--- config.mk ---
export PLATFORM = sky130hd
export DESIGN_NAME = pgm_stream_decoder
export DESIGN_NICKNAME = d
export VERILOG_FILES = /design/src/pgmd_pkg.sv /design/src/pgmd_fifo.sv /design/src/pgmd_front.sv /design/src/pgmd_back.sv /design/src/pgm_stream_decoder.sv
export SDC_FILE = /design/constraint.sdc
export NUM_CORES = 1
export LEC_CHECK = 0
export BUFFER_PORTS_ARGS = -buffer_cell sky130_fd_sc_hd__buf_2
export CAP_MARGIN = 20
export CORE_ASPECT_RATIO = 1.5
export CORE_MARGIN = 3
export CORE_UTILIZATION = 56
export DETAILED_ROUTE_END_ITERATION = 7
export PLACE_DENSITY = 0.85
export SYNTH_ARGS = -nofsm -noshare
export SYNTH_HDL_FRONTEND = slang
export SYNTH_SLANG_ARGS = --single-unit
--- constraint.sdc ---
create_clock -name clk_i -period 7.5 [get_ports clk_i]
set_input_delay 2.25 -clock clk_i [delete_from_list [all_inputs] [get_ports clk_i]]
set_output_delay 2.25 -clock clk_i [all_outputs]
set_load 0.05 [all_outputs]
--- src/pgmd_pkg.sv ---
// ----------------------------------------------------------------------------
// pgmd_pkg: shared types for the PGM stream decoder
// Byte classification beat, result beat, result kinds, error codes.
// ----------------------------------------------------------------------------
package pgmd_pkg;

  localparam int DimBitsDefault = 16;
  localparam int QueueDepth     = 2;

  typedef enum logic [1:0] {
    KindHeader = 2'd0,
    KindPixel  = 2'd1,
    KindError  = 2'd2
  } kind_e;

  typedef enum logic [2:0] {
    ErrMagic     = 3'd0,
    ErrWidth     = 3'd1,
    ErrHeight    = 3'd2,
    ErrMaxval    = 3'd3,
    ErrMaxRange  = 3'd4,
    ErrPremature = 3'd5,
    ErrDimension = 3'd6
  } err_e;

  // One classified input byte, as it travels from front to back.
  typedef struct packed {
    logic       eos;
    logic [7:0] data;
    logic       is_ws;
    logic       is_eol;
    logic       is_hash;
    logic       is_digit;
    logic       is_p;
    logic       is_two;
    logic       is_five;
    logic [3:0] digit;
  } cmd_t;

  typedef struct packed {
    kind_e       kind;
    logic [15:0] value;
    logic [15:0] row;
    logic [15:0] col;
    logic [15:0] width;
    logic [15:0] height;
    logic [15:0] maxg;
    logic        raw;
    err_e        err;
    logic        last;
  } res_t;

endpackage

--- src/pgmd_fifo.sv ---
// ----------------------------------------------------------------------------
// pgmd_fifo: small register queue
// First-word-fall-through queue with occupancy count and full/empty flags.
// ----------------------------------------------------------------------------
module pgmd_fifo #(
  parameter int WIDTH = 8,
  parameter int DEPTH = 2
) (
  input  logic             clk_i,
  input  logic             rst_ni,
  input  logic             push_i,
  input  logic [WIDTH-1:0] wdata_i,
  output logic             full_o,
  input  logic             pop_i,
  output logic [WIDTH-1:0] rdata_o,
  output logic             empty_o
);

  localparam int PtrW = (DEPTH > 1) ? $clog2(DEPTH) : 1;
  localparam int CntW = $clog2(DEPTH + 1);

  logic [WIDTH-1:0] mem_q [DEPTH];
  logic [PtrW-1:0]  wr_ptr_q, wr_ptr_d, rd_ptr_q, rd_ptr_d;
  logic [CntW-1:0]  count_q, count_d;
  logic             do_push, do_pop;

  assign full_o  = (count_q == CntW'(DEPTH));
  assign empty_o = (count_q == '0);
  assign do_push = push_i && !full_o;
  assign do_pop  = pop_i && !empty_o;
  assign rdata_o = mem_q[rd_ptr_q];

  always_comb begin
    wr_ptr_d = wr_ptr_q;
    rd_ptr_d = rd_ptr_q;
    count_d  = count_q;
    if (do_push) begin
      wr_ptr_d = (wr_ptr_q == PtrW'(DEPTH - 1)) ? '0 : wr_ptr_q + PtrW'(1);
    end
    if (do_pop) begin
      rd_ptr_d = (rd_ptr_q == PtrW'(DEPTH - 1)) ? '0 : rd_ptr_q + PtrW'(1);
    end
    if (do_push && !do_pop) begin
      count_d = count_q + CntW'(1);
    end else if (do_pop && !do_push) begin
      count_d = count_q - CntW'(1);
    end
  end

  always_ff @(posedge clk_i or negedge rst_ni) begin
    if (!rst_ni) begin
      wr_ptr_q <= '0;
      rd_ptr_q <= '0;
      count_q  <= '0;
    end else begin
      wr_ptr_q <= wr_ptr_d;
      rd_ptr_q <= rd_ptr_d;
      count_q  <= count_d;
    end
  end

  always_ff @(posedge clk_i) begin
    if (do_push) begin
      mem_q[wr_ptr_q] <= wdata_i;
    end
  end

endmodule

--- src/pgmd_front.sv ---
// ----------------------------------------------------------------------------
// pgmd_front: byte intake and classifier
// Tags each accepted byte with its character class and queues it for the back.
// ----------------------------------------------------------------------------
module pgmd_front #(
  parameter int DEPTH = 2
) (
  input  logic             clk_i,
  input  logic             rst_ni,
  input  logic             push_i,
  input  logic [7:0]       data_byte_i,
  input  logic             end_of_stream_i,
  output logic             full_o,
  input  logic             cmd_pop_i,
  output logic             cmd_valid_o,
  output pgmd_pkg::cmd_t   cmd_o
);
  import pgmd_pkg::*;

  localparam logic [7:0] ChSpace = 8'h20;
  localparam logic [7:0] ChTab   = 8'h09;
  localparam logic [7:0] ChLf    = 8'h0A;
  localparam logic [7:0] ChCr    = 8'h0D;
  localparam logic [7:0] ChHash  = 8'h23;
  localparam logic [7:0] ChZero  = 8'h30;
  localparam logic [7:0] ChNine  = 8'h39;
  localparam logic [7:0] ChTwo   = 8'h32;
  localparam logic [7:0] ChFive  = 8'h35;
  localparam logic [7:0] ChP     = 8'h50;

  cmd_t                 cls;
  logic [7:0]           digit_off;
  logic [$bits(cmd_t)-1:0] rdata;
  logic                 empty;

  always_comb begin
    digit_off    = data_byte_i - ChZero;
    cls          = '0;
    cls.eos      = end_of_stream_i;
    cls.data     = data_byte_i;
    cls.is_eol   = (data_byte_i == ChLf) || (data_byte_i == ChCr);
    cls.is_ws    = cls.is_eol || (data_byte_i == ChSpace) || (data_byte_i == ChTab);
    cls.is_hash  = (data_byte_i == ChHash);
    cls.is_digit = (data_byte_i >= ChZero) && (data_byte_i <= ChNine);
    cls.is_p     = (data_byte_i == ChP);
    cls.is_two   = (data_byte_i == ChTwo);
    cls.is_five  = (data_byte_i == ChFive);
    cls.digit    = digit_off[3:0];
  end

  pgmd_fifo #(
    .WIDTH ($bits(cmd_t)),
    .DEPTH (DEPTH)
  ) u_cmd_fifo (
    .clk_i   (clk_i),
    .rst_ni  (rst_ni),
    .push_i  (push_i),
    .wdata_i (cls),
    .full_o  (full_o),
    .pop_i   (cmd_pop_i),
    .rdata_o (rdata),
    .empty_o (empty)
  );

  assign cmd_valid_o = !empty;
  assign cmd_o       = cmd_t'(rdata);

endmodule

--- src/pgmd_back.sv ---
// ----------------------------------------------------------------------------
// pgmd_back: header and pixel decoder
// Steps the PGM parse state machine once per classified byte.
// ----------------------------------------------------------------------------
module pgmd_back #(
  parameter int DIM_BITS = 16
) (
  input  logic             clk_i,
  input  logic             rst_ni,
  input  logic             cmd_valid_i,
  input  pgmd_pkg::cmd_t   cmd_i,
  output logic             cmd_pop_o,
  input  logic             res_full_i,
  output logic             res_push_o,
  output pgmd_pkg::res_t   res_o
);
  import pgmd_pkg::*;

  localparam logic [16:0] AccMax  = 17'h1FFFF;
  localparam logic [16:0] GrayMax = 17'h0FFFF;
  localparam logic [16:0] DimMax  = 17'((1 << DIM_BITS) - 1);

  typedef enum logic [3:0] {
    PhMagic, PhMagicCmt, PhType,
    PhWSkip, PhWCmt, PhWNum,
    PhHSkip, PhHCmt, PhHNum,
    PhMSkip, PhMCmt, PhMNum,
    PhPix, PhWait
  } phase_e;

  typedef enum logic [1:0] {FieldW, FieldH, FieldM} field_e;

  phase_e              phase_q, phase_d;
  logic [16:0]         acc_q, acc_d;
  logic [DIM_BITS-1:0] width_q, width_d, height_q, height_d;
  logic [DIM_BITS-1:0] row_q, row_d, col_q, col_d;
  logic [15:0]         maxval_q, maxval_d;
  logic                raw_q, raw_d, seen_q, seen_d;
  logic [7:0]          hold_q, hold_d;

  logic        fire, at_last;
  logic        do_emit, do_fail, do_skip;
  logic [15:0] emit_val;
  err_e        fail_code;
  field_e      skip_f;
  logic [16:0] sat_in;

  function automatic logic [16:0] acc_step(logic [16:0] base, logic [3:0] d);
    logic [20:0] v;
    v = ({4'b0, base} << 3) + ({4'b0, base} << 1) + {17'b0, d};
    return (v > {4'b0, AccMax}) ? AccMax : v[16:0];
  endfunction

  assign fire      = cmd_valid_i && !res_full_i;
  assign cmd_pop_o = fire;
  assign at_last   = (row_q == height_q - DIM_BITS'(1)) && (col_q == width_q - DIM_BITS'(1));

  always_comb begin
    phase_d   = phase_q;
    acc_d     = acc_q;
    width_d   = width_q;
    height_d  = height_q;
    maxval_d  = maxval_q;
    raw_d     = raw_q;
    row_d     = row_q;
    col_d     = col_q;
    hold_d    = hold_q;
    seen_d    = seen_q;
    res_o     = '0;
    res_push_o = 1'b0;
    do_emit   = 1'b0;
    do_fail   = 1'b0;
    do_skip   = 1'b0;
    emit_val  = '0;
    fail_code = ErrMagic;
    skip_f    = FieldW;
    sat_in    = (acc_q > GrayMax) ? GrayMax : acc_q;

    if (fire && cmd_i.eos) begin
      unique case (phase_q)
        PhMagic, PhMagicCmt, PhType: begin
          do_fail = 1'b1;
        end
        PhPix: begin
          if (!raw_q && seen_q && at_last) begin
            do_emit  = 1'b1;
            emit_val = sat_in[15:0];
          end else begin
            do_fail   = 1'b1;
            fail_code = ErrPremature;
          end
        end
        PhWait: ;
        default: begin
          do_fail   = 1'b1;
          fail_code = ErrPremature;
        end
      endcase
    end else if (fire) begin
      unique case (phase_q)
        PhMagic: begin
          if (cmd_i.is_hash) begin
            phase_d = PhMagicCmt;
          end else if (cmd_i.is_p) begin
            phase_d = PhType;
          end else if (!cmd_i.is_ws) begin
            do_fail = 1'b1;
          end
        end
        PhType: begin
          if (cmd_i.is_two || cmd_i.is_five) begin
            raw_d   = cmd_i.is_five;
            phase_d = PhWSkip;
          end else begin
            do_fail = 1'b1;
          end
        end
        PhMagicCmt: if (cmd_i.is_eol) phase_d = PhMagic;
        PhWCmt:     if (cmd_i.is_eol) phase_d = PhWSkip;
        PhHCmt:     if (cmd_i.is_eol) phase_d = PhHSkip;
        PhMCmt:     if (cmd_i.is_eol) phase_d = PhMSkip;
        PhWSkip: begin
          do_skip = 1'b1;
          skip_f  = FieldW;
        end
        PhHSkip: begin
          do_skip = 1'b1;
          skip_f  = FieldH;
        end
        PhMSkip: begin
          do_skip = 1'b1;
          skip_f  = FieldM;
        end
        PhWNum, PhHNum: begin
          if (cmd_i.is_digit) begin
            acc_d = acc_step(acc_q, cmd_i.digit);
          end else if (acc_q > DimMax) begin
            do_fail   = 1'b1;
            fail_code = ErrDimension;
          end else if (phase_q == PhWNum) begin
            width_d = acc_q[DIM_BITS-1:0];
            do_skip = 1'b1;
            skip_f  = FieldH;
          end else begin
            height_d = acc_q[DIM_BITS-1:0];
            do_skip  = 1'b1;
            skip_f   = FieldM;
          end
        end
        PhMNum: begin
          if (cmd_i.is_digit) begin
            acc_d = acc_step(acc_q, cmd_i.digit);
          end else if (!cmd_i.is_ws) begin
            do_fail   = 1'b1;
            fail_code = ErrMaxval;
          end else if (acc_q > GrayMax) begin
            do_fail   = 1'b1;
            fail_code = ErrMaxRange;
          end else begin
            maxval_d       = acc_q[15:0];
            acc_d          = '0;
            row_d          = '0;
            col_d          = '0;
            seen_d         = 1'b0;
            res_push_o     = 1'b1;
            res_o.kind     = KindHeader;
            res_o.width    = 16'(width_q);
            res_o.height   = 16'(height_q);
            res_o.maxg     = acc_q[15:0];
            res_o.raw      = raw_q;
            if (width_q == '0 || height_q == '0) begin
              res_o.last = 1'b1;
              phase_d    = PhWait;
            end else begin
              phase_d    = PhPix;
            end
          end
        end
        PhPix: begin
          if (raw_q) begin
            if (maxval_q[15:8] == '0) begin
              do_emit  = 1'b1;
              emit_val = {8'h00, cmd_i.data};
            end else if (!seen_q) begin
              hold_d = cmd_i.data;
              seen_d = 1'b1;
            end else begin
              seen_d   = 1'b0;
              do_emit  = 1'b1;
              emit_val = {hold_q, cmd_i.data};
            end
          end else if (cmd_i.is_digit) begin
            seen_d = 1'b1;
            acc_d  = acc_step(seen_q ? acc_q : 17'd0, cmd_i.digit);
          end else if (seen_q) begin
            seen_d   = 1'b0;
            do_emit  = 1'b1;
            emit_val = sat_in[15:0];
          end
        end
        PhWait: ;
        default: ;
      endcase
    end

    // Field search: a byte skips, opens a comment, starts a number or fails.
    if (do_skip) begin
      if (cmd_i.is_ws) begin
        unique case (skip_f)
          FieldW:  phase_d = PhWSkip;
          FieldH:  phase_d = PhHSkip;
          default: phase_d = PhMSkip;
        endcase
      end else if (cmd_i.is_hash) begin
        unique case (skip_f)
          FieldW:  phase_d = PhWCmt;
          FieldH:  phase_d = PhHCmt;
          default: phase_d = PhMCmt;
        endcase
      end else if (cmd_i.is_digit) begin
        acc_d = {13'b0, cmd_i.digit};
        unique case (skip_f)
          FieldW:  phase_d = PhWNum;
          FieldH:  phase_d = PhHNum;
          default: phase_d = PhMNum;
        endcase
      end else begin
        do_fail = 1'b1;
        unique case (skip_f)
          FieldW:  fail_code = ErrWidth;
          FieldH:  fail_code = ErrHeight;
          default: fail_code = ErrMaxval;
        endcase
      end
    end

    if (do_fail) begin
      res_push_o = 1'b1;
      res_o.kind = KindError;
      res_o.err  = fail_code;
      phase_d    = PhWait;
    end

    if (do_emit) begin
      res_push_o   = 1'b1;
      res_o.kind   = KindPixel;
      res_o.value  = emit_val;
      res_o.row    = 16'(row_q);
      res_o.col    = 16'(col_q);
      res_o.width  = 16'(width_q);
      res_o.height = 16'(height_q);
      res_o.maxg   = maxval_q;
      res_o.raw    = raw_q;
      if (at_last) begin
        res_o.last = 1'b1;
        phase_d    = PhWait;
      end else if (col_q == width_q - DIM_BITS'(1)) begin
        col_d = '0;
        row_d = row_q + DIM_BITS'(1);
      end else begin
        col_d = col_q + DIM_BITS'(1);
      end
    end

    // End of stream: return to the reset state after any final beat.
    if (fire && cmd_i.eos) begin
      phase_d  = PhMagic;
      acc_d    = '0;
      width_d  = '0;
      height_d = '0;
      maxval_d = '0;
      raw_d    = 1'b0;
      row_d    = '0;
      col_d    = '0;
      hold_d   = '0;
      seen_d   = 1'b0;
    end
  end

  always_ff @(posedge clk_i or negedge rst_ni) begin
    if (!rst_ni) begin
      phase_q  <= PhMagic;
      acc_q    <= '0;
      width_q  <= '0;
      height_q <= '0;
      maxval_q <= '0;
      raw_q    <= 1'b0;
      row_q    <= '0;
      col_q    <= '0;
      hold_q   <= '0;
      seen_q   <= 1'b0;
    end else begin
      phase_q  <= phase_d;
      acc_q    <= acc_d;
      width_q  <= width_d;
      height_q <= height_d;
      maxval_q <= maxval_d;
      raw_q    <= raw_d;
      row_q    <= row_d;
      col_q    <= col_d;
      hold_q   <= hold_d;
      seen_q   <= seen_d;
    end
  end

endmodule

--- src/pgm_stream_decoder.sv ---
// ----------------------------------------------------------------------------
// pgm_stream_decoder: streaming PGM (P2/P5) decoder
// Bytes are registered in the intake queue and their results in the output queue.
// Throughput: one byte per cycle while the result queue has room (single-step parser).
// Results leave through a two-beat queue, so the intake keeps going while a
// result waits to be popped.
// Reset: rst_ni clears both queues and returns the parser to the magic search.
// ----------------------------------------------------------------------------
module pgm_stream_decoder #(
  parameter int DIM_BITS = pgmd_pkg::DimBitsDefault
) (
  input  logic        clk_i,
  input  logic        rst_ni,
  // Byte intake
  input  logic        push,
  output logic        full,
  input  logic [7:0]  data_byte_i,
  input  logic        end_of_stream_i,
  // Result queue
  output logic        empty,
  input  logic        pop,
  output logic [1:0]  kind_o,
  output logic [15:0] pixel_value_o,
  output logic [15:0] pixel_row_o,
  output logic [15:0] pixel_column_o,
  output logic [15:0] image_width_o,
  output logic [15:0] image_height_o,
  output logic [15:0] max_gray_o,
  output logic        raw_format_o,
  output logic [2:0]  error_code_o,
  output logic        last_o
);
  import pgmd_pkg::*;

  // Classified byte beats from the front to the back.
  cmd_t  cmd;
  logic  cmd_valid, cmd_pop;

  // Result beats from the back into the output queue.
  res_t  res_in, res_out;
  logic  res_push, res_full;
  logic [$bits(res_t)-1:0] res_rdata;

  // Front: classify each byte and hold it in the intake queue.
  pgmd_front #(
    .DEPTH (QueueDepth)
  ) u_front (
    .clk_i           (clk_i),
    .rst_ni          (rst_ni),
    .push_i          (push),
    .data_byte_i     (data_byte_i),
    .end_of_stream_i (end_of_stream_i),
    .full_o          (full),
    .cmd_pop_i       (cmd_pop),
    .cmd_valid_o     (cmd_valid),
    .cmd_o           (cmd)
  );

  // Back: advance the parser whenever a byte waits and the result queue has room.
  pgmd_back #(
    .DIM_BITS (DIM_BITS)
  ) u_back (
    .clk_i       (clk_i),
    .rst_ni      (rst_ni),
    .cmd_valid_i (cmd_valid),
    .cmd_i       (cmd),
    .cmd_pop_o   (cmd_pop),
    .res_full_i  (res_full),
    .res_push_o  (res_push),
    .res_o       (res_in)
  );

  // Output queue: parts the parser from the consumer's pop.
  pgmd_fifo #(
    .WIDTH ($bits(res_t)),
    .DEPTH (QueueDepth)
  ) u_res_fifo (
    .clk_i   (clk_i),
    .rst_ni  (rst_ni),
    .push_i  (res_push),
    .wdata_i (res_in),
    .full_o  (res_full),
    .pop_i   (pop),
    .rdata_o (res_rdata),
    .empty_o (empty)
  );

  assign res_out        = res_t'(res_rdata);
  assign kind_o         = res_out.kind;
  assign pixel_value_o  = res_out.value;
  assign pixel_row_o    = res_out.row;
  assign pixel_column_o = res_out.col;
  assign image_width_o  = res_out.width;
  assign image_height_o = res_out.height;
  assign max_gray_o     = res_out.maxg;
  assign raw_format_o   = res_out.raw;
  assign error_code_o   = res_out.err;
  assign last_o         = res_out.last;

  // The back never drops a result into a full queue.
  assert property (@(posedge clk_i) disable iff (!rst_ni) res_push |-> !res_full)
    else $error("result pushed into full queue");

  // The back only consumes a byte that is really queued.
  assert property (@(posedge clk_i) disable iff (!rst_ni) cmd_pop |-> cmd_valid)
    else $error("byte popped from empty intake queue");

  // A pixel lies inside the image it belongs to.
  assert property (@(posedge clk_i) disable iff (!rst_ni)
    (!empty && kind_o == KindPixel) |->
      (pixel_row_o < image_height_o && pixel_column_o < image_width_o))
    else $error("pixel position outside image");

  // Error beats carry no header or pixel content.
  assert property (@(posedge clk_i) disable iff (!rst_ni)
    (!empty && kind_o == KindError) |->
      (image_width_o == '0 && pixel_value_o == '0 && last_o == 1'b0))
    else $error("error beat carries payload");

endmodule
After elaboration in Yosys (flattened, before gate mapping)
Memories as Yosys holds them, arrays and structs flattened.
Index checks and enable logic that the tools add are counted.
{"block": "op_classes", "magnitude_cmp": 5, "n_eq_ne": 35, "add_sub_neg": 17, "mux": 196, "reduce_logical": 56}
{"op": "$mux 16", "n": 47}
{"op": "$mux 49", "n": 6}
{"op": "$mux 17", "n": 15}
{"op": "$mux 99", "n": 1}
{"op": "$mux 4", "n": 19}
{"op": "$mux 1", "n": 66}
{"op": "$pmux 17 s3", "n": 1}
{"op": "$mux 8", "n": 6}
{"op": "$add 20x18->21", "n": 2}
{"op": "$add 21x4->21", "n": 2}
{"op": "$gt 21x17->1 const B", "n": 2}
{"op": "$mux 3", "n": 13}
{"op": "$add 16x1->16 const B", "n": 2}
{"op": "$eq 16x16->1", "n": 2}
{"op": "$eq 8x6->1 const B", "n": 4}
{"op": "$logic_not 16->1", "n": 2}
{"op": "$sub 16x1->16 const B", "n": 2}
{"op": "$pmux 4 s7", "n": 1}
{"op": "$eq 4x4->1 const B", "n": 6}
{"op": "$eq 8x4->1 const B", "n": 3}
{"op": "$pmux 4 s2", "n": 3}
{"op": "$reduce_bool 2->1", "n": 11}
{"op": "$mux 2", "n": 10}
{"op": "$reduce_and 5->1", "n": 4}
{"op": "35 further kinds", "n": 79}
{"block": "word_totals", "word_cells": 327, "reg_bits": 119, "output_inout_bits": 105, "ram_bits": 246, "inputBits": 13, "n_memories": 2}
{"name": "u_res_fifo.mem_q", "depth": 2, "width": 103, "rd": 1, "rd_clocked_by_memory_dff": 0, "wr": 1, "line_no": "pgmd_fifo.sv:22", "source": "logic [WIDTH-1:0] mem_q [DEPTH];"}
{"name": "u_front.u_cmd_fifo.mem_q", "depth": 2, "width": 20, "rd": 1, "rd_clocked_by_memory_dff": 0, "wr": 1, "line_no": "pgmd_fifo.sv:22"}

Longest topological paths before layout
{"block": "logic_depth", "word_depth": 18, "depth_mapped": 19, "depth_no_buf": 14}

By module
Synthesis repeated with hierarchy kept, for this count alone.
{"block": "unflattened", "hier_cells": 1794, "area_unflattened_um2": 20204.4}
{"mod": "pgmd_back", "cells_per_inst": 1351, "n_inst": 1, "seq_area_each_um2": 2777.7, "area_each_um2": 10542.6}
{"mod": "pgmd_fifo (u_res_fifo)", "cells_per_inst": 340, "n_inst": 1, "seq_area_each_um2": 6286.0, "area_each_um2": 7881.3}
{"mod": "pgmd_fifo (u_front.u_cmd_fifo)", "cells_per_inst": 81, "n_inst": 1, "seq_area_each_um2": 1301.2, "area_each_um2": 1637.8}
{"mod": "pgmd_front", "cells_per_inst": 22, "n_inst": 1, "seq_area_each_um2": 0.0, "area_each_um2": 142.6}

Worst setup path before layout
Ideal clock, no wire load.
{"block": "synth_timing", "path_kind": "register -> register", "start": "reg u_back.width_q[8]", "end": "mem u_res_fifo.mem_q[0][0] (netlist bit) (enable)", "arrival_time_ps": 7320, "t_required_ps": 6922, "period_less_slack_ps": 7899, "setup_time_ps": 578, "path_stages_with_launch": 11, "n_path_buf": 1, "setup_slack_ps": -399, "cell_sequence": "dfrtp_1 > buf_6 > or3_4 > or4_1 > or3_1 > a22oi_1 > nand4_1 > nor3_4 > a211o_1 > or3_4 > nor2b_1"}
{"block": "synth_via", "elab_chain_len": 16, "elab_cells_between_ends": 19, "cone_classes": "add/sub: 1; eq/ne: 1; mux: 14; reduce/logical: 3"}
{"element": "start, declared", "line_no": "pgmd_back.sv:35", "source": "logic [DIM_BITS-1:0] width_q, width_d, height_q, height_d;"}
{"element": "start signal, assigned", "line_no": "pgmd_back.sv:295", "source": "width_q <= width_d;"}
{"element": "$sub 16x1->16 *", "line_no": "pgmd_back.sv:56", "source": "assign at_last = (row_q == height_q - DIM_BITS'(1)) && (col_q == width_q - DIM_BITS'(1));"}
{"element": "$eq 16x16->1 *", "line_no": "pgmd_back.sv:56"}
{"element": "$logic_and 1x1->1 *", "line_no": "pgmd_back.sv:56"}
{"element": "$logic_and 1x1->1 *", "line_no": "pgmd_back.sv:85", "source": "if (!raw_q && seen_q && at_last) begin"}
{"element": "$mux 1", "line_no": "pgmd_back.sv:85"}
{"element": "$pmux 1 s2", "line_no": "pgmd_back.sv:80", "source": "unique case (phase_q)"}
{"element": "$mux 1", "line_no": "pgmd_back.sv:79", "source": "if (fire && cmd_i.eos) begin"}
{"element": "$mux 1", "line_no": "pgmd_back.sv:220", "source": "end else if (cmd_i.is_digit) begin"}
{"element": "$mux 1", "line_no": "pgmd_back.sv:214", "source": "end else if (cmd_i.is_hash) begin"}
{"element": "$mux 1", "line_no": "pgmd_back.sv:208", "source": "if (cmd_i.is_ws) begin"}
{"element": "$mux 1", "line_no": "pgmd_back.sv:207", "source": "if (do_skip) begin"}
{"element": "$mux 1", "line_no": "pgmd_back.sv:237", "source": "if (do_fail) begin"}
{"element": "$mux 1 *", "line_no": "pgmd_back.sv:244", "source": "if (do_emit) begin"}
{"element": "$logic_and 1x1->1 *", "line_no": "pgmd_fifo.sv:29", "source": "assign do_push = push_i && !full_o;"}
{"element": "via u_res_fifo.do_push", "line_no": "pgmd_fifo.sv:25", "source": "logic do_push, do_pop;"}
{"element": "$mux 1 *", "line_no": "pgmd_fifo.sv:63", "source": "if (do_push) begin"}
{"element": "$mux 1 (not written as such) *", "line_no": "pgmd_fifo.sv:64", "source": "mem_q[wr_ptr_q] <= wdata_i;"}
{"element": "end, declared", "line_no": "pgmd_fifo.sv:22"}
Mark *: on every way through the listed nets, which the timed path passes. The rest lies on a longest branch.

Final worst setup path
{"block": "layout_timing", "start": "reg u_front.u_cmd_fifo.rd_ptr_q", "end": "reg u_back.acc_q[16]"}
{"block": "layout_via", "elab_chain_len": 13, "elab_cells_between_ends": 24, "cone_classes": "add/sub: 2; order compare: 2; mux: 18; reduce/logical: 1; memory: 1"}
{"element": "start, declared", "line_no": "pgmd_fifo.sv:23", "source": "logic [PtrW-1:0] wr_ptr_q, wr_ptr_d, rd_ptr_q, rd_ptr_d;"}
{"element": "start signal, assigned", "line_no": "pgmd_fifo.sv:57", "source": "rd_ptr_q <= rd_ptr_d;"}
{"element": "$mem_v2 2x20 *"}
{"element": "$add 21x4->21", "line_no": "pgmd_back.sv:50", "source": "v = ({4'b0, base} << 3) + ({4'b0, base} << 1) + {17'b0, d};"}
{"element": "$gt 21x17->1", "line_no": "pgmd_back.sv:51", "source": "return (v > {4'b0, AccMax}) ? AccMax : v[16:0];"}
{"element": "$mux 17", "line_no": "pgmd_back.sv:51"}
{"element": "$mux 17", "line_no": "pgmd_back.sv:192", "source": "end else if (cmd_i.is_digit) begin"}
{"element": "$mux 17", "line_no": "pgmd_back.sv:180", "source": "if (raw_q) begin"}
{"element": "$pmux 17 s3", "line_no": "pgmd_back.sv:100", "source": "unique case (phase_q)"}
{"element": "$mux 17", "line_no": "pgmd_back.sv:99", "source": "end else if (fire) begin"}
{"element": "$mux 17", "line_no": "pgmd_back.sv:220"}
{"element": "$mux 17", "line_no": "pgmd_back.sv:214"}
{"element": "$mux 17", "line_no": "pgmd_back.sv:208"}
{"element": "$mux 17", "line_no": "pgmd_back.sv:207"}
{"element": "$mux 17 *", "line_no": "pgmd_back.sv:266", "source": "if (fire && cmd_i.eos) begin"}
{"element": "via u_back.acc_d[16]", "line_no": "pgmd_back.sv:34", "source": "logic [16:0] acc_q, acc_d;"}
{"element": "end signal, assigned", "line_no": "pgmd_back.sv:283", "source": "acc_q <= '0;"}
{"element": "end signal, assigned", "line_no": "pgmd_back.sv:294", "source": "acc_q <= acc_d;"}
{"element": "end, declared", "line_no": "pgmd_back.sv:34"}
Marked as above.
A chain may end at the register's enable or synchronous reset.

==> flow_summary.toml <==
[grt]
grt.total_usage = 0.267
grt_pass1_wl_mm = 76.1
overflow = 0
grt_pass1_vias = 14100
grt_max_degree = 62
antenna_found_initial = 0

[flow_run]
maxCapViolCount = 0

[synthesis]
synth_fp_nets = 1781
synth_cell_type_count = 82
yosysSeqAreaShare = 0.531
yosysMostFrequentCell = "edfxtp_1"
yosys_warnings = 0
async_flop_share = 0.333
synth-edff-count = 238
syn_inst = 1691
yosysTopAreaCell = "edfxtp_1"
ys_top_cells_by_area = "edfxtp_1, dfrtp_1, mux2_2"
synth_seq_cells = 357
yosys-top-cells-count = "edfxtp_1, nand2_1, dfrtp_1"
syn_area_um2 = 19100
avgSynthCellArea_um2 = 11.3
yosysTopAreaCellShare = 0.375
dominantRegCellSynth = "edfxtp_1"

[cts]
cts_resized = 0
postCtsSetupRepairBufs = 0
cts_tree = "built"
cts_hold_buffers = 0
root_buffer = "clkbuf_16"
cts_htree_levels = 2
clockBufferDepth = 3
cts_sinks = 357
cts_made_buffers = 34
clkTransAtPathRegs_ns = 0.07
insertion_delay_ns = 0.53

[pwr]
power_switching_uw = 4250
p_leak_uw = 0.00853
power_density_nw_per_um2 = 443
vdd_ir_drop_max_mv = 0.332
p_clk_frac = 0.195
switching_share = 0.453
cellInternalPower_uw = 5140
power_frac_comb = 0.458
seqPwrFrac = 0.347

[routing]
drt_iter0_markers = 1140
wirelength_mm = 49.5
post_drt_via_cell_ratio = 6.38
wire_per_inst_um = 22.3
vias = 14200
firstDrtPassIters = 5
drc = 0
final_antenna_net_count = 0

[floorplan]
ios = 118
chipWidth_um = 157
std_cell_rows = 82
die_h_um = 232
dieArea_um2 = 36300
start_util = 0.570
core_area_um2 = 33400

[sta]
tightest_slew_ns = 1.12
rsz0062_at_grt = "false"
slew_violations = 0
period_needed_ns = 5.39
setup_viol = 0
holdWs_ns = 0.496
fin_ws_ns = 2.11
fin_worst_skew_ns = 0.0170
clock.fmax_mhz = 186
slew_headroom = 0.255
post-route-period-util = 0.719
finalSetupTns_ns = 0
finalHoldViolations = 0

[outcome]
outcome = "finished clean"

[critical_path]
crit_chain = "mux2i_1 > inv_1 > ha_1 > ha_1 > fa_1 > a21oi_1 > o2111ai_1 > a31o_2 > a31oi_1 > o21ai_0 > nand3_1 > nand4_1 > o31ai_1 > a21oi_1"
crit_type = "reg2reg"
r2r_slack_ns = 2.11
cp.required_ns = 7.90
worstPathArrival_ns = 5.79
critPathLaunchType = "flip-flop"
critPathCaptureType = "flip-flop"
worst-path-max-fanout = 23
worst_path_max_delay_cell = "dfrtp_1"
slowest_delay_ns = 1.08

[finish]
nets = 1865
drive_gt1_frac = 0.178
fill_cells = 2547
multi_input_area_um2 = 8420
final_cells = 2221
seqCellArea_um2 = 10100
n_antenna_cell = 0
synthToLayoutAreaGrowth_pct = 11.3

[place]
gp_congestion = 0.945
dp.final_hpwl_mm = 35.1
dp_cells = 2158
pre_cts_slack_ns = 1.89
port_buffers = 117

[worst_hold_path]
hp-class = "reg2reg"
==> worst paths after layout <==
check	to	start	cells after the start
max	u_back.acc_q[16]	u_front.u_cmd_fifo.rd_ptr_q	14
min	u_back.hold_q[1]	u_back.hold_q[1]	2
max reg2reg	u_back.acc_q[16]	u_front.u_cmd_fifo.rd_ptr_q	14
min reg2reg	u_back.hold_q[1]	u_back.hold_q[1]	2
max in group asynchronous	u_res_fifo.rd_ptr_q	rst_ni	2
min in group asynchronous	u_front.u_cmd_fifo.wr_ptr_q	rst_ni	1
==> kinds of logic after synthesis <==
| kind of cell | synth area share |
|---|---|
| adder cells (fa/ha/maj) | 0.0523 |
| flip-flops | 0.531 |
| XOR/XNOR | 0.0354 |
| buffers and inverters | 0.0271 |
| AND/OR/NAND/NOR | 0.139 |
| AO/OA/AOI/OAI | 0.140 |
| multiplexers | 0.0741 |
==> metal layers <==
layer,vias to the layer above,part of all wire,GRT usage,wire length [µm]
li1,6523,-,-,-
met1,6877,0.36,0.294,17600
met2,603,0.53,0.485,26100
met3,178,0.049,0.0341,2450
met4,0,0.067,0.158,3320
met5,-,0,0,0
==> flip-flops by register name, summed over array words and instances (netlist names) <==
name,flops
u_back.acc_q,17
u_back.col_q,16
u_back.height_q,16
u_back.hold_q,8
u_back.maxval_q,16
u_back.phase_q,4
u_back.raw_q,1
u_back.row_q,16
u_back.seen_q,1
u_back.width_q,16
u_front.u_cmd_fifo.count_q,2
u_front.u_cmd_fifo.mem_q,32
u_front.u_cmd_fifo.rd_ptr_q,1
u_front.u_cmd_fifo.wr_ptr_q,1
u_res_fifo.count_q,2
u_res_fifo.mem_q,206
u_res_fifo.rd_ptr_q,1
u_res_fifo.wr_ptr_q,1
==> critical path: cells and delay by family, from the launching register on <==
family                   cells  cell delay [ns]
flip-flops                   1             1.08
buffers and inverters        1             0.16
AND/OR/NAND/NOR              2             0.72
AO/OA/AOI/OAI                7             1.75
multiplexers                 1             0.55
adder cells (fa/ha/maj)      3             0.96
==> through the flow <==
stage	total power [µW]	area, µm²	util
3_3_place_gp	7430	20000	0.597
4_1_cts	9390	21200	0.633
3_5_place_dp	7540	20000	0.597
2_1_floorplan	6380	19100	-
5_1_grt	9790	21200	0.634
6_report	9380	21200	0.634
==> power groups by stage <==
stage / Combinational (µW) / Sequential, µW / Clock, µW
global route: 4570 / 3310 / 1920
finish: 4290 / 3260 / 1830
CTS: 4290 / 3240 / 1850
global placement: 4200 / 3230 / 0
floorplan: 3360 / 3010 / 0
detailed placement: 4260 / 3280 / 0
==> layout by cell type, fill, tap and decap left out, types with 18 or more instances in the layout <==
| cell type | synthesis | routed |
|---|---|---|
| xnor2_1 | 45 | 45 |
| and3_1 | 22 | 22 |
| buf_2 | 5 | 116 |
| nand2b_1 | 19 | 19 |
| nor2_1 | 106 | 106 |
| nor3_1 | 30 | 30 |
| ha_1 | 74 | 74 |
| a22o_1 | 28 | 28 |
| o22ai_1 | 20 | 20 |
| o21ai_0 | 117 | 116 |
| and2_1 | 85 | 84 |
| mux2_2 | 108 | 108 |
| mux2i_1 | 18 | 18 |
| o221ai_1 | 25 | 25 |
| inv_1 | 44 | 44 |
| nand3_1 | 33 | 33 |
| nand2_1 | 132 | 132 |
| a21oi_1 | 78 | 78 |
| edfxtp_1 | 238 | 238 |
| xor2_1 | 32 | 32 |
| clkbuf_16 | 0 | 39 |
| dfrtp_1 | 119 | 118 |
==> final cells by class <==
type,instances,share of cell area
flip-flops and latches,357,0.478
multi-input cells,1203,0.397
clock buffers,51,0.0502
repair buffers,133,0.0349
well taps,420,0.0248
inverters,46,0.00814
clock inverters,11,0.00691
No activity file was read; power rests on OpenSTA's default activity.
